--- src/hdl/swnd_pkg.sv ---
// ============================================================================
// swnd_pkg
// Shared types, constants and helpers for the sliding window sender.
// ============================================================================
package swnd_pkg;

    // Build-time window depth (1..64) and per-command send limit
    localparam int WINDOW_DEPTH = 32;
    localparam int MAX_RESULTS  = 32;

    localparam int SEQ_W   = 32;
    localparam int SIZE_W  = 6;
    localparam int CMD_W   = 2;
    localparam int CFG_IDX_W = 2;
    localparam int CFG_DATA_W = 32;

    // Slot index, window count and send count widths
    localparam int SLOT_W = (WINDOW_DEPTH > 1) ? $clog2(WINDOW_DEPTH) : 1;
    localparam int WCNT_W = $clog2(WINDOW_DEPTH + 1);
    localparam int NRES_W = (MAX_RESULTS > 1) ? $clog2(MAX_RESULTS) : 1;

    // Command queue between front and engine (power of two)
    localparam int QUEUE_DEPTH = 2;
    localparam int QPTR_W = (QUEUE_DEPTH > 1) ? $clog2(QUEUE_DEPTH) : 1;
    localparam int QCNT_W = $clog2(QUEUE_DEPTH + 1);

    // Configuration register indexes
    localparam logic [CFG_IDX_W-1:0] REG_FIRST_SEQ   = 2'd0;
    localparam logic [CFG_IDX_W-1:0] REG_LAST_SEQ    = 2'd1;
    localparam logic [CFG_IDX_W-1:0] REG_WINDOW_SIZE = 2'd2;

    localparam logic [SIZE_W-1:0] WINDOW_SIZE_RESET = 6'd32;

    // Command codes on the input channel
    localparam logic [CMD_W-1:0] CMD_START   = 2'd0;
    localparam logic [CMD_W-1:0] CMD_ACK     = 2'd1;
    localparam logic [CMD_W-1:0] CMD_TIMEOUT = 2'd2;

    // Result kinds
    localparam logic KIND_SEND = 1'b0;
    localparam logic KIND_DONE = 1'b1;

    // Classified command carried through the queue
    typedef enum logic [1:0] {
        OP_START,
        OP_ACK,
        OP_TIMEOUT
    } op_t;

    typedef struct packed {
        op_t              op;
        logic [SEQ_W-1:0] ack;
    } item_t;

    // Engine sequencer states
    typedef enum logic [2:0] {
        ST_IDLE,
        ST_CLASSIFY,
        ST_APPLY,
        ST_PREP,
        ST_SCAN
    } eng_state_t;

    // Effective window: zero acts as one, clipped to the built depth
    function automatic logic [WCNT_W-1:0] eff_window(input logic [SIZE_W-1:0] size);
        logic [WCNT_W-1:0] r;
        if (size == '0) begin
            r = WCNT_W'(1);
        end else if (32'(size) > WINDOW_DEPTH) begin
            r = WCNT_W'(WINDOW_DEPTH);
        end else begin
            r = WCNT_W'(size);
        end
        return r;
    endfunction

endpackage

--- src/hdl/sliding_window_sender_top.sv ---
// ============================================================================
// sliding_window_sender_top
// Cumulative-acknowledgement sliding window sender.
// ============================================================================
// Commands (start, acknowledgement, timeout) enter through the s_ channel and
// are decoded into a two-entry queue, so the input can take up to three beats
// ahead of the engine. The engine handles one command at a time: it fetches,
// classifies and applies it, then collects the slots to send, then emits one
// send beat per cycle while the result register is free (m_ready high or no
// beat held). A completion beat is presented from the apply step.
// Sent flags live in flip-flops, so no clearing pass follows reset.
// Configuration writes are taken every cycle and must only be issued while no
// command is in flight.
// ============================================================================
module sliding_window_sender_top (
    input  logic                            aclk,
    input  logic                            aresetn,
    // command input
    input  logic                            s_valid,
    output logic                            s_ready,
    input  logic [swnd_pkg::CMD_W-1:0]      s_command,
    input  logic [swnd_pkg::SEQ_W-1:0]      s_ack_number,
    // configuration write
    input  logic                            cfg_valid,
    output logic                            cfg_ready,
    input  logic [swnd_pkg::CFG_IDX_W-1:0]  cfg_index,
    input  logic [swnd_pkg::CFG_DATA_W-1:0] cfg_data,
    // results
    output logic                            m_valid,
    input  logic                            m_ready,
    output logic                            m_kind,
    output logic [swnd_pkg::SEQ_W-1:0]      m_packet_sequence,
    output logic                            m_last_of_run
);

    logic            q_push;
    logic            q_full;
    logic            q_pop;
    logic            q_empty;
    swnd_pkg::item_t push_item;
    swnd_pkg::item_t pop_item;

    swnd_front u_front (
        .aclk         (aclk),
        .aresetn      (aresetn),
        .s_valid      (s_valid),
        .s_ready      (s_ready),
        .s_command    (s_command),
        .s_ack_number (s_ack_number),
        .q_push       (q_push),
        .q_item       (push_item),
        .q_full       (q_full)
    );

    swnd_queue u_queue (
        .aclk      (aclk),
        .aresetn   (aresetn),
        .push      (q_push),
        .push_item (push_item),
        .full      (q_full),
        .pop       (q_pop),
        .pop_item  (pop_item),
        .empty     (q_empty)
    );

    swnd_engine u_engine (
        .aclk              (aclk),
        .aresetn           (aresetn),
        .q_empty           (q_empty),
        .q_item            (pop_item),
        .q_pop             (q_pop),
        .cfg_valid         (cfg_valid),
        .cfg_ready         (cfg_ready),
        .cfg_index         (cfg_index),
        .cfg_data          (cfg_data),
        .m_valid           (m_valid),
        .m_ready           (m_ready),
        .m_kind            (m_kind),
        .m_packet_sequence (m_packet_sequence),
        .m_last_of_run     (m_last_of_run)
    );

endmodule

--- src/hdl/swnd_front.sv ---
// ============================================================================
// swnd_front
// Input side: takes command beats, decodes them and holds one for the queue.
// ============================================================================
module swnd_front (
    input  logic                       aclk,
    input  logic                       aresetn,
    input  logic                       s_valid,
    output logic                       s_ready,
    input  logic [swnd_pkg::CMD_W-1:0] s_command,
    input  logic [swnd_pkg::SEQ_W-1:0] s_ack_number,
    output logic                       q_push,
    output swnd_pkg::item_t            q_item,
    input  logic                       q_full
);

    logic            hold_valid_reg, hold_valid_next;
    swnd_pkg::item_t hold_item_reg, hold_item_next;
    logic            cmd_known;
    swnd_pkg::op_t   op_dec;

    // Command decode; the reserved code is dropped here
    always_comb begin
        cmd_known = 1'b1;
        op_dec    = swnd_pkg::OP_START;
        case (s_command)
            swnd_pkg::CMD_START:   op_dec = swnd_pkg::OP_START;
            swnd_pkg::CMD_ACK:     op_dec = swnd_pkg::OP_ACK;
            swnd_pkg::CMD_TIMEOUT: op_dec = swnd_pkg::OP_TIMEOUT;
            default:               cmd_known = 1'b0;
        endcase
    end

    assign q_push  = hold_valid_reg && !q_full;
    assign q_item  = hold_item_reg;
    assign s_ready = !hold_valid_reg || !q_full;

    // Holding stage
    always_comb begin
        hold_valid_next = hold_valid_reg && !q_push;
        hold_item_next  = hold_item_reg;
        if (s_valid && s_ready) begin
            hold_valid_next    = cmd_known;
            hold_item_next.op  = op_dec;
            hold_item_next.ack = s_ack_number;
        end
    end

    always_ff @(posedge aclk) begin
        if (!aresetn) begin
            hold_valid_reg <= 1'b0;
        end else begin
            hold_valid_reg <= hold_valid_next;
        end
    end

    always_ff @(posedge aclk) begin
        hold_item_reg <= hold_item_next;
    end

endmodule

--- src/hdl/swnd_queue.sv ---
// ============================================================================
// swnd_queue
// Short FIFO of decoded commands between the front and the engine.
// ============================================================================
module swnd_queue (
    input  logic            aclk,
    input  logic            aresetn,
    input  logic            push,
    input  swnd_pkg::item_t push_item,
    output logic            full,
    input  logic            pop,
    output swnd_pkg::item_t pop_item,
    output logic            empty
);

    swnd_pkg::item_t                  mem_reg [swnd_pkg::QUEUE_DEPTH];
    logic [swnd_pkg::QPTR_W-1:0]      wr_ptr_reg, wr_ptr_next;
    logic [swnd_pkg::QPTR_W-1:0]      rd_ptr_reg, rd_ptr_next;
    logic [swnd_pkg::QCNT_W-1:0]      count_reg, count_next;
    logic                             do_push, do_pop;

    assign full     = (count_reg == swnd_pkg::QCNT_W'(swnd_pkg::QUEUE_DEPTH));
    assign empty    = (count_reg == '0);
    assign do_push  = push && !full;
    assign do_pop   = pop && !empty;
    assign pop_item = mem_reg[rd_ptr_reg];

    // Pointer and occupancy update; pointers wrap naturally
    always_comb begin
        wr_ptr_next = wr_ptr_reg + swnd_pkg::QPTR_W'(do_push);
        rd_ptr_next = rd_ptr_reg + swnd_pkg::QPTR_W'(do_pop);
        count_next  = count_reg;
        if (do_push && !do_pop) begin
            count_next = count_reg + 1'b1;
        end else if (do_pop && !do_push) begin
            count_next = count_reg - 1'b1;
        end
    end

    always_ff @(posedge aclk) begin
        if (!aresetn) begin
            wr_ptr_reg <= '0;
            rd_ptr_reg <= '0;
            count_reg  <= '0;
        end else begin
            wr_ptr_reg <= wr_ptr_next;
            rd_ptr_reg <= rd_ptr_next;
            count_reg  <= count_next;
        end
    end

    always_ff @(posedge aclk) begin
        if (do_push) begin
            mem_reg[wr_ptr_reg] <= push_item;
        end
    end

endmodule

--- src/hdl/swnd_engine.sv ---
// ============================================================================
// swnd_engine
// Window state, configuration and send sequencer with the result register.
// ============================================================================
module swnd_engine (
    input  logic                            aclk,
    input  logic                            aresetn,
    // command queue
    input  logic                            q_empty,
    input  swnd_pkg::item_t                 q_item,
    output logic                            q_pop,
    // configuration
    input  logic                            cfg_valid,
    output logic                            cfg_ready,
    input  logic [swnd_pkg::CFG_IDX_W-1:0]  cfg_index,
    input  logic [swnd_pkg::CFG_DATA_W-1:0] cfg_data,
    // results
    output logic                            m_valid,
    input  logic                            m_ready,
    output logic                            m_kind,
    output logic [swnd_pkg::SEQ_W-1:0]      m_packet_sequence,
    output logic                            m_last_of_run
);

    localparam int D = swnd_pkg::WINDOW_DEPTH;

    swnd_pkg::eng_state_t             state_reg, state_next;
    swnd_pkg::op_t                    cur_op_reg, cur_op_next;
    logic [swnd_pkg::SEQ_W-1:0]       ack_reg, ack_next;
    logic [swnd_pkg::SEQ_W-1:0]       base_reg, base_next;
    logic                             active_reg, active_next;
    logic [D-1:0]                     sent_reg, sent_next;
    logic                             gt_last_reg, gt_last_next;
    logic                             in_win_reg, in_win_next;
    logic [swnd_pkg::SLOT_W-1:0]      k_reg, k_next;
    logic [D-1:0]                     pend_reg, pend_next;
    logic [swnd_pkg::NRES_W-1:0]      n_reg, n_next;
    logic [swnd_pkg::SEQ_W-1:0]       first_reg, first_next;
    logic [swnd_pkg::SEQ_W-1:0]       last_reg, last_next;
    logic [swnd_pkg::SIZE_W-1:0]      size_reg, size_next;
    logic                             m_valid_reg, m_valid_next;
    logic                             m_kind_reg, m_kind_next;
    logic [swnd_pkg::SEQ_W-1:0]       m_seq_reg, m_seq_next;
    logic                             m_last_reg, m_last_next;

    logic [swnd_pkg::WCNT_W-1:0]      w;
    logic [swnd_pkg::WCNT_W-1:0]      w_new;
    logic                             out_free;
    logic [swnd_pkg::SEQ_W-1:0]       ack_off;
    logic [swnd_pkg::SEQ_W:0]         win_end;
    logic [swnd_pkg::SEQ_W:0]         room;
    logic [D-1:0]                     slid;
    logic [D-1:0]                     mask;
    logic [D-1:0]                     pend_rest;
    logic [swnd_pkg::SLOT_W-1:0]      pick;
    logic                             run_done;
    logic                             complete_now;

    assign w        = swnd_pkg::eff_window(size_reg);
    assign w_new    = swnd_pkg::eff_window(cfg_data[swnd_pkg::SIZE_W-1:0]);
    assign out_free = !m_valid_reg || m_ready;
    assign cfg_ready = 1'b1;

    assign m_valid           = m_valid_reg;
    assign m_kind            = m_kind_reg;
    assign m_packet_sequence = m_seq_reg;
    assign m_last_of_run     = m_last_reg;

    // Window compares on the latched acknowledgement
    assign ack_off = ack_reg - base_reg;
    assign win_end = {1'b0, base_reg} + (swnd_pkg::SEQ_W + 1)'(w);

    // Slide: shift sent flags down by k, slots entering the window are unsent
    always_comb begin
        slid = sent_reg >> k_reg;
        for (int i = 0; i < D; i++) begin
            if (swnd_pkg::WCNT_W'(i) >= (w - swnd_pkg::WCNT_W'(k_reg)) &&
                swnd_pkg::WCNT_W'(i) < w) begin
                slid[i] = 1'b0;
            end
        end
    end

    // Slots to send: unsent, inside the window, not past the last packet
    assign room = {1'b0, last_reg} - {1'b0, base_reg};
    always_comb begin
        for (int i = 0; i < D; i++) begin
            mask[i] = !sent_reg[i] && (swnd_pkg::WCNT_W'(i) < w) && !room[swnd_pkg::SEQ_W] &&
                      (room[swnd_pkg::SEQ_W-1:0] >= swnd_pkg::SEQ_W'(i));
        end
    end

    // Lowest pending slot
    always_comb begin
        pick = '0;
        for (int i = D - 1; i >= 0; i--) begin
            if (pend_reg[i]) begin
                pick = swnd_pkg::SLOT_W'(i);
            end
        end
    end
    assign pend_rest = pend_reg & (pend_reg - 1'b1);
    assign run_done  = (pend_rest == '0) ||
                       (n_reg == swnd_pkg::NRES_W'(swnd_pkg::MAX_RESULTS - 1));

    assign complete_now = (cur_op_reg == swnd_pkg::OP_ACK) && active_reg && gt_last_reg;

    // Next state
    always_comb begin
        state_next = state_reg;
        case (state_reg)
            swnd_pkg::ST_IDLE: begin
                if (!q_empty) begin
                    state_next = swnd_pkg::ST_CLASSIFY;
                end
            end
            swnd_pkg::ST_CLASSIFY: begin
                state_next = swnd_pkg::ST_APPLY;
            end
            swnd_pkg::ST_APPLY: begin
                if (cur_op_reg == swnd_pkg::OP_START) begin
                    state_next = swnd_pkg::ST_PREP;
                end else if (!active_reg) begin
                    state_next = swnd_pkg::ST_IDLE;
                end else if (complete_now) begin
                    if (out_free) begin
                        state_next = swnd_pkg::ST_IDLE;
                    end
                end else begin
                    state_next = swnd_pkg::ST_PREP;
                end
            end
            swnd_pkg::ST_PREP: begin
                state_next = (mask != '0) ? swnd_pkg::ST_SCAN : swnd_pkg::ST_IDLE;
            end
            swnd_pkg::ST_SCAN: begin
                if (out_free && run_done) begin
                    state_next = swnd_pkg::ST_IDLE;
                end
            end
            default: state_next = swnd_pkg::ST_IDLE;
        endcase
    end

    // Datapath, window state and result register
    always_comb begin
        q_pop        = 1'b0;
        cur_op_next  = cur_op_reg;
        ack_next     = ack_reg;
        base_next    = base_reg;
        active_next  = active_reg;
        sent_next    = sent_reg;
        gt_last_next = gt_last_reg;
        in_win_next  = in_win_reg;
        k_next       = k_reg;
        pend_next    = pend_reg;
        n_next       = n_reg;
        first_next   = first_reg;
        last_next    = last_reg;
        size_next    = size_reg;
        m_valid_next = m_valid_reg && !m_ready;
        m_kind_next  = m_kind_reg;
        m_seq_next   = m_seq_reg;
        m_last_next  = m_last_reg;

        case (state_reg)
            swnd_pkg::ST_IDLE: begin
                q_pop       = !q_empty;
                cur_op_next = q_item.op;
                ack_next    = q_item.ack;
            end
            swnd_pkg::ST_CLASSIFY: begin
                gt_last_next = ack_reg > last_reg;
                in_win_next  = (base_reg < ack_reg) && ({1'b0, ack_reg} < win_end);
                k_next       = ack_off[swnd_pkg::SLOT_W-1:0];
            end
            swnd_pkg::ST_APPLY: begin
                n_next = '0;
                if (cur_op_reg == swnd_pkg::OP_START) begin
                    base_next   = first_reg;
                    active_next = 1'b1;
                    sent_next   = '0;
                end else if (active_reg) begin
                    if (complete_now) begin
                        if (out_free) begin
                            active_next  = 1'b0;
                            m_valid_next = 1'b1;
                            m_kind_next  = swnd_pkg::KIND_DONE;
                            m_seq_next   = '0;
                            m_last_next  = 1'b1;
                        end
                    end else if (cur_op_reg == swnd_pkg::OP_ACK && in_win_reg) begin
                        sent_next = slid;
                        base_next = ack_reg;
                    end else begin
                        sent_next[0] = 1'b0;
                    end
                end
            end
            swnd_pkg::ST_PREP: begin
                pend_next = mask;
            end
            swnd_pkg::ST_SCAN: begin
                if (out_free) begin
                    m_valid_next    = 1'b1;
                    m_kind_next     = swnd_pkg::KIND_SEND;
                    m_seq_next      = base_reg + swnd_pkg::SEQ_W'(pick);
                    m_last_next     = run_done;
                    sent_next[pick] = 1'b1;
                    pend_next       = pend_rest;
                    n_next          = n_reg + 1'b1;
                end
            end
            default: begin
            end
        endcase

        // Configuration writes; shrinking the window clears slots outside it
        if (cfg_valid) begin
            case (cfg_index)
                swnd_pkg::REG_FIRST_SEQ: first_next = cfg_data;
                swnd_pkg::REG_LAST_SEQ:  last_next  = cfg_data;
                swnd_pkg::REG_WINDOW_SIZE: begin
                    size_next = cfg_data[swnd_pkg::SIZE_W-1:0];
                    for (int i = 0; i < D; i++) begin
                        if (swnd_pkg::WCNT_W'(i) >= w_new) begin
                            sent_next[i] = 1'b0;
                        end
                    end
                end
                default: begin
                end
            endcase
        end
    end

    always_ff @(posedge aclk) begin
        if (!aresetn) begin
            state_reg   <= swnd_pkg::ST_IDLE;
            base_reg    <= '0;
            active_reg  <= 1'b0;
            sent_reg    <= '0;
            n_reg       <= '0;
            first_reg   <= '0;
            last_reg    <= '0;
            size_reg    <= swnd_pkg::WINDOW_SIZE_RESET;
            m_valid_reg <= 1'b0;
        end else begin
            state_reg   <= state_next;
            base_reg    <= base_next;
            active_reg  <= active_next;
            sent_reg    <= sent_next;
            n_reg       <= n_next;
            first_reg   <= first_next;
            last_reg    <= last_next;
            size_reg    <= size_next;
            m_valid_reg <= m_valid_next;
        end
    end

    always_ff @(posedge aclk) begin
        cur_op_reg  <= cur_op_next;
        ack_reg     <= ack_next;
        gt_last_reg <= gt_last_next;
        in_win_reg  <= in_win_next;
        k_reg       <= k_next;
        pend_reg    <= pend_next;
        m_kind_reg  <= m_kind_next;
        m_seq_reg   <= m_seq_next;
        m_last_reg  <= m_last_next;
    end

`ifndef SYNTHESIS
    // Scan is only entered or kept with slots left to send
    a_scan_has_work: assert property (@(posedge aclk) disable iff (!aresetn)
        state_reg == swnd_pkg::ST_SCAN |-> pend_reg != '0)
        else $error("scan state with no pending slot");

    // Completion closes the transfer and presents the done beat
    a_done_closes: assert property (@(posedge aclk) disable iff (!aresetn)
        (state_reg == swnd_pkg::ST_APPLY && complete_now && out_free) |=>
        (!active_reg && m_valid_reg && m_kind_reg == swnd_pkg::KIND_DONE))
        else $error("completion did not end the transfer");

    // Window base only moves when a command is applied
    a_base_moves_in_apply: assert property (@(posedge aclk) disable iff (!aresetn)
        !$stable(base_reg) |-> $past(state_reg) == swnd_pkg::ST_APPLY)
        else $error("window base changed outside apply");

    // Done beat is always a lone, zero-sequence final beat
    a_done_shape: assert property (@(posedge aclk) disable iff (!aresetn)
        (m_valid_reg && m_kind_reg == swnd_pkg::KIND_DONE) |->
        (m_last_reg && m_seq_reg == '0))
        else $error("malformed completion beat");
`endif

endmodule

--- config.mk ---
export PLATFORM = sky130hd
export DESIGN_NAME = sliding_window_sender_top
export DESIGN_NICKNAME = d
export VERILOG_FILES = /design/src/hdl/swnd_pkg.sv /design/src/hdl/sliding_window_sender_top.sv /design/src/hdl/swnd_front.sv /design/src/hdl/swnd_queue.sv /design/src/hdl/swnd_engine.sv
export SDC_FILE = /design/constraint.sdc
export NUM_CORES = 1
export LEC_CHECK = 0
export BUFFER_PORTS_ARGS = -buffer_cell sky130_fd_sc_hd__buf_2
export CAP_MARGIN = 40
export CELL_PAD_IN_SITES_DETAIL_PLACEMENT = 0
export CELL_PAD_IN_SITES_GLOBAL_PLACEMENT = 1
export CORE_MARGIN = 2
export CORE_UTILIZATION = 48
export DETAILED_ROUTE_END_ITERATION = 10
export PLACE_DENSITY_LB_ADDON = 0.1
export SKIP_CTS_REPAIR_TIMING = 1
export SYNTH_ARGS = -nofsm -noshare
export SYNTH_HDL_FRONTEND = slang
export SYNTH_SLANG_ARGS = --single-unit
--- constraint.sdc ---
create_clock -name aclk -period 5.4 [get_ports aclk]
set_input_delay 0.81 -clock aclk [delete_from_list [all_inputs] [get_ports aclk]]
set_output_delay 0.81 -clock aclk [all_outputs]
set_load 0.02 [all_outputs]
---- Word-level counts from Yosys, hierarchy flattened ----
Memories as Yosys holds them, arrays and structs flattened. A register that Yosys moved wholly into a read port is not among the register bits.
Index checks and enable logic that the tools add are counted.
cells by class
  add/subtract/negate cells ............... 11
  multipliers ............................. 0
  div/mod/pow operators ................... 0
  $lt $le $gt $ge ......................... 135
  equality and inequality tests ........... 20
  shifts and indexed selects .............. 1
  muxes and demuxes ....................... 158
  bitwise gates (word level) .............. 2
  reduce and logical (&&, ||, !) cells .... 209
operators with widths
  operator               number
  $ge A32 B5 Y1 const B  16
  $mux W32               16
  $ge A32 B4 Y1 const B  8
  $ge A5 B6 Y1 const A   32
  $pmux W32 S2           3
  $mux W5                33
  $logic_and A1 B1 Y1    142
  $ge A32 B3 Y1 const B  4
  $ge A4 B6 Y1 const A   16
  $lt A5 B6 Y1 const A   16
  $mux W1                85
  $ge A32 B1 Y1 const B  2
  $ge A32 B2 Y1 const B  2
  $ge A3 B6 Y1 const A   8
  $lt A4 B6 Y1 const A   8
  $logic_not A1 Y1       41
  $add A32 B6 Y33        1
  $lt A32 B33 Y1         1
  $sub A32 B32 Y33       1
  $add A32 B5 Y32        1
  $and A32 B32 Y32       1
  $gt A32 B32 Y1         1
  $logic_not A32 Y1      1
  $lt A32 B32 Y1         1
  other kinds (46)       96
word-level totals
  flip-flop bits (word level) ............. 256
  bits in latches ......................... 0
  bits in writable memories ............... 68
  bits in read-only memories .............. 0
  bits of input ports ..................... 73
  output and inout port bits .............. 37
  word-level logic and storage cells ...... 559
  memories ................................ 1
memory list
  name             words  width  rd ports  clocked after Yosys merged registers in  write ports  line              text
  u_queue.mem_reg  2      34     1         1                                        1            swnd_queue.sv:16  swnd_pkg::item_t mem_reg [swnd_pkg::QUEUE_DEPTH];

---- Longest topological paths before layout ----
  depth in word-level cells ............... 42
  gate-level depth with buffers ........... 30
  depth with buffers taken out ............ 29

---- Hierarchy ----
A second synthesis with hierarchy kept.
unflattened totals
  cell total of the unflattened synthesis .. 2612
  area total of the unflattened synthesis .. 23492.5 µm²
modules (own cells, without submodules)
  module       instances  cells an instance  area each (µm²)  seq. area each (µm²)
  swnd_engine  1          2436               19677.6          6095.8
  swnd_queue   1          129                2677.6           2142.1
  swnd_front   1          47                 1137.3           1041.0

---- Worst setup path after synthesis ----
OpenSTA, ideal clock, no wires.
  path type ............................... register to register
  start ................................... reg u_engine.size_reg[2] (netlist name)
  end ..................................... reg u_engine.in_win_reg, data pin
  setup time .............................. 131 ps
  data arrival time ....................... 4692 ps
  data required time ...................... 5269 ps
  slack ................................... 577 ps
  stages on the path, launching flop included .. 31
  buffers on the path ..................... 1
  clock period less this slack ............ 4823 ps
  cell sequence ........................... dfxtp_1 clkbuf_1 or3_1 nor2_1 nor2_1 nor2_1 ha_1 inv_1 fa_1 nor2b_1 o21ai_0 a21oi_1 o21ai_0 nand2b_1 nand2b_1 or2_2 nor2_1 xnor2_1 ha_1 a21o_1 a21oi_1 nor2b_1 o21ai_0 nand2b_1 a21oi_1 nor2b_1 o21ai_0 nand3_1 a211o_1 a311oi_1 o31a_1
on the way
  word-level cells in the longest chain between the ends .. 6
  elaborated cells between the ends (all ways) .. 7
  classes of those cells .................. add/sub: 1; order compare: 2; mux: 2; reduce/logical: 2
ends and longest elaborated chain
  element                  line                text
  from (decl)              swnd_engine.sv:40   logic [swnd_pkg::SIZE_W-1:0] size_reg, size_next;
  from (signal assigned)   swnd_engine.sv:246  size_reg <= swnd_pkg::WINDOW_SIZE_RESET;
  from (signal assigned)   swnd_engine.sv:256  size_reg <= size_next;
  $gt A6 B6 Y1             swnd_pkg.sv:69      end else if (32'(size) > WINDOW_DEPTH) begin
  $mux W6                  swnd_pkg.sv:69
  $mux W6 (*)              swnd_pkg.sv:67      if (size == '0) begin
  $add A32 B6 Y33 (*)      swnd_engine.sv:71   assign win_end = {1'b0, base_reg} + (swnd_pkg::SEQ_W + 1)'(w);
  $lt A32 B33 Y1 (*)       swnd_engine.sv:174  in_win_next = (base_reg < ack_reg) && ({1'b0, ack_reg} < win_end);
  $logic_and A1 B1 Y1 (*)  swnd_engine.sv:174
  to (signal assigned)     swnd_engine.sv:265  in_win_reg <= in_win_next;
  to (decl)                swnd_engine.sv:34   logic in_win_reg, in_win_next;
Mark *: on every way between the ends. The rest lies on a longest branch, timed or not.
A chain may end at the register's enable or synchronous reset.

---- Worst setup path in the final report ----
  start ................................... reg u_engine.pend_reg[26]
  end ..................................... reg u_engine.m_seq_reg, in the netlist u_engine.m_packet_sequence[29], data pin
on the way
  word-level cells in the longest chain between the ends .. 30
ends and longest elaborated chain
  element                 line                text
  from (decl)             swnd_engine.sv:36   logic [D-1:0] pend_reg, pend_next;
  from (signal assigned)  swnd_engine.sv:267  pend_reg <= pend_next;
  $mux W5 (27 in series)  swnd_engine.sv:97   if (pend_reg[i]) begin
  $add A32 B5 Y32         swnd_engine.sv:207  m_seq_next = base_reg + swnd_pkg::SEQ_W'(pick);
  $mux W32                swnd_engine.sv:204  if (out_free) begin
  $pmux W32 S2            swnd_engine.sv:166  case (state_reg)
  to (signal assigned)    swnd_engine.sv:269  m_seq_reg <= m_seq_next;
  to (decl)               swnd_engine.sv:43   logic [swnd_pkg::SEQ_W-1:0] m_seq_reg, m_seq_next;
Every way passes these cells. The select of a mux whose other input is x is not followed.

==> impl_metrics.yaml <==
power:
  switching_share: 0.394
  p_seq_frac: 0.357
  p_leak_nw: 10.3
  power_per_cell_area_nw_per_um2: 396
  finalPower_w: 0.0105
  p_int_w: 0.00639
  pwr-share-clk: 0.263
  combPwrFrac: 0.380
  p_sw_w: 0.00416
  vdd_drop_max_mv: 0.266
floorplanning:
  die_h_um: 227
  start_util: 0.486
  num_rows: 81
  die_x_um: 227
  core_area_sq_um: 49000
  ios: 110
  dieArea_sq_um: 51300
synthesis:
  netlist_area_sq_um: 23800
  synth-simple-area-share: 0.183
  ys_warn_count: 0
  async_flop_share: 0
  synth-compound-area-share: 0.217
  ys_ff_latch: 358
  synth_top_area_cell: "edfxtp_1"
  synth_top_family_by_area: "compound AO/OA/AOI/OAI gates"
  synth_edf_count: 209
  synth_top_area_frac: 0.264
  synthTopCellsByArea: "edfxtp_1, dfxtp_1, ha_1"
  syn-num-nets: 2899
  synth_seq_area_share: 0.389
  synthCells: 2667
  yosys-top-cells-count: "nand2_1, edfxtp_1, nor2_1, a21oi_1, ha_1"
  syn_avg_cell_area_sq_um: 8.92
  synth_cell_types: 84
  synth_mux_area_frac: 0.0473
  post-synth-top-count-cell: "nand2_1"
  synth_adder_area_share: 0.0878
  synth-xor-area-share: 0.0295
  synth_flop_cell: "edfxtp_1"
run:
  cap_violations: 0
clock_tree:
  clock_sinks: 358
  clk_pin_slew_ps: 60
  cts_max_path_buffers: 3
  cts_tree: "built"
  htreeDepth: 2
  clk_latency_ps: 600
  cts-root-buf: "clkbuf_16"
  cts-buffers-inserted: 42
layout:
  largest_reg_flops: 68
  final_cells: 3466
  fillers: 4539
  layout-drive-gt1-share: 0.126
  area_growth_pct: 12.1
  fin_nets: 2998
drt:
  drt_iter0_drc: 1792
  drc_errors: 0
  wire_per_inst_um: 26.1
  vias: 22100
  vias_per_cell: 6.38
  drtAntennaViolNets: 0
  drt-pass1-iter-count: 8
  wl_mm: 90.5
worst_setup_path:
  crit_type: "reg2reg"
  required_ps: 5730
  end_kind: "register"
  arrival_ps: 5350
  crit_fanout: 6
  start_kind: "register"
outcome:
  outcome: "finished, final reports clean"
timing:
  finalSetupViolCount: 0
  setup_slack_ps: 386
  max_freq_mhz: 199
  finalHoldViolCount: 0
  tightest_slew_ps: 908
  relSlewSlack: 0.390
  skew_ps: 47.6
  fin_crit_sh: 0.929
  period_needed_ps: 5010
  final_max_slew_viol_count: 0
placed_design:
  dp_cells: 3385
  port_buffers: 108
  place_hpwl_mm: 68.7
  place_ws_ps: 290
  gp_congestion: 1.03
grt:
  track_usage: 0.352
  grt_max_degree: 81
  grt_pass1_vias: 21200
  antenna_found_initial: 2
  grt-ovfl-total: 0
  grt_pass1_wl_mm: 133
min_path:
  hold_class: "in2reg"
## power groups by stage
stage / Sequential (W) / Clock, W / Combinational [W]
after floorplan: 0.00364 / 0 / 0.00267
after detailed placement: 0.00382 / 0 / 0.00391
final: 0.00377 / 0.00277 / 0.00401
after global placement: 0.00382 / 0 / 0.00383
after CTS: 0.00377 / 0.00281 / 0.00393
after global routing: 0.00378 / 0.00290 / 0.00440
## layer usage
| layer | track usage | share of wire |
|---|---|---|
| met1 | 0.415 | 0.37 |
| met3 | 0.0452 | 0.065 |
| met4 | 0.240 | 0.077 |
| met5 | 0 | 0.000088 |
| met2 | 0.597 | 0.48 |
## cell usage in the layout, fill, tap and decap left out, types with 19 or more instances in the layout
| cell | count |
|---|---|
| nand2_1 | 371 |
| edfxtp_1 | 209 |
| nor2_1 | 193 |
| a21oi_1 | 165 |
| ha_1 | 153 |
| dfxtp_1 | 149 |
| o21ai_0 | 143 |
| inv_1 | 142 |
| buf_2 | 110 |
| buf_4 | 81 |
| a21boi_0 | 78 |
| xnor2_1 | 66 |
| o211ai_1 | 60 |
| nand3_1 | 50 |
| nor3_1 | 50 |
| nor2b_1 | 47 |
| clkbuf_16 | 42 |
| nand2b_1 | 38 |
| mux2_2 | 38 |
| a21o_1 | 37 |
| nand4_1 | 35 |
| a211oi_1 | 34 |
| o211a_1 | 33 |
| or3_1 | 29 |
| mux2i_1 | 29 |
| o21a_1 | 26 |
| nor4_1 | 23 |
| and2_1 | 20 |
| o31ai_1 | 19 |
| o22ai_1 | 19 |
## worst paths after layout
check        cells after the start  slack (ps)                   from                              to
min                              1         400       s_ack_number[29]              u_front.q_item[29]
max reg2reg                     22         390  u_engine.pend_reg[26]  u_engine.m_packet_sequence[29]
max                             22         390  u_engine.pend_reg[26]  u_engine.m_packet_sequence[29]
min reg2reg                      0         450     u_front.q_item[10]          u_queue.mem_reg[0][10]
## cell families after synthesis
logic type / Yosys count
muxes: 85
xor gates and xnor gates: 80
AOI/OAI and AO/OA: 763
DFF: 358
and+or+nand+nor: 933
buffers and inverters: 282
adders and majority gates: 165
other: 1
## worst max-delay path, stage by stage (launching register included)
cell	delay [ps]
edfxtp_1	450
nor2_1	200
o31ai_1	110
a211oi_1	320
o31ai_1	110
a211oi_1	250
o31ai_1	100
a211oi_1	360
o31ai_2	160
nand2_1	190
inv_1	120
ha_1	290
a21o_1	170
a21o_1	200
maj3_1	370
maj3_1	400
and3_1	240
nand2b_1	130
or3_1	240
nor2_1	100
nand2_1	90
xnor2_1	110
nor2_1	50
## area by class of cell
class                           count  area [sq um]  area share
Inverter                          146           548      0.0206
Clock inverter                     26           218     0.00817
Timing Repair Buffer              191          1160      0.0435
Tap cell                          664           831      0.0312
Multi-Input combinational cell   2027         13500       0.507
Antenna cell                        2          5.00    0.000188
Clock buffer                       52          1110      0.0416
Sequential cell                   358          9260       0.347
## stage by stage
stage	util	setup TNS [ps]	instance area (sq um)	hold slack, ps
2_1_floorplan	-	0	23800	421
3_3_place_gp	0.515	0	25200	425
3_5_place_dp	0.517	0	25300	430
4_1_cts	0.544	0	26600	381
5_1_grt	0.544	-17.6	26600	379
6_report	0.544	0	26600	397
No activity file was read; power rests on OpenSTA's default activity.
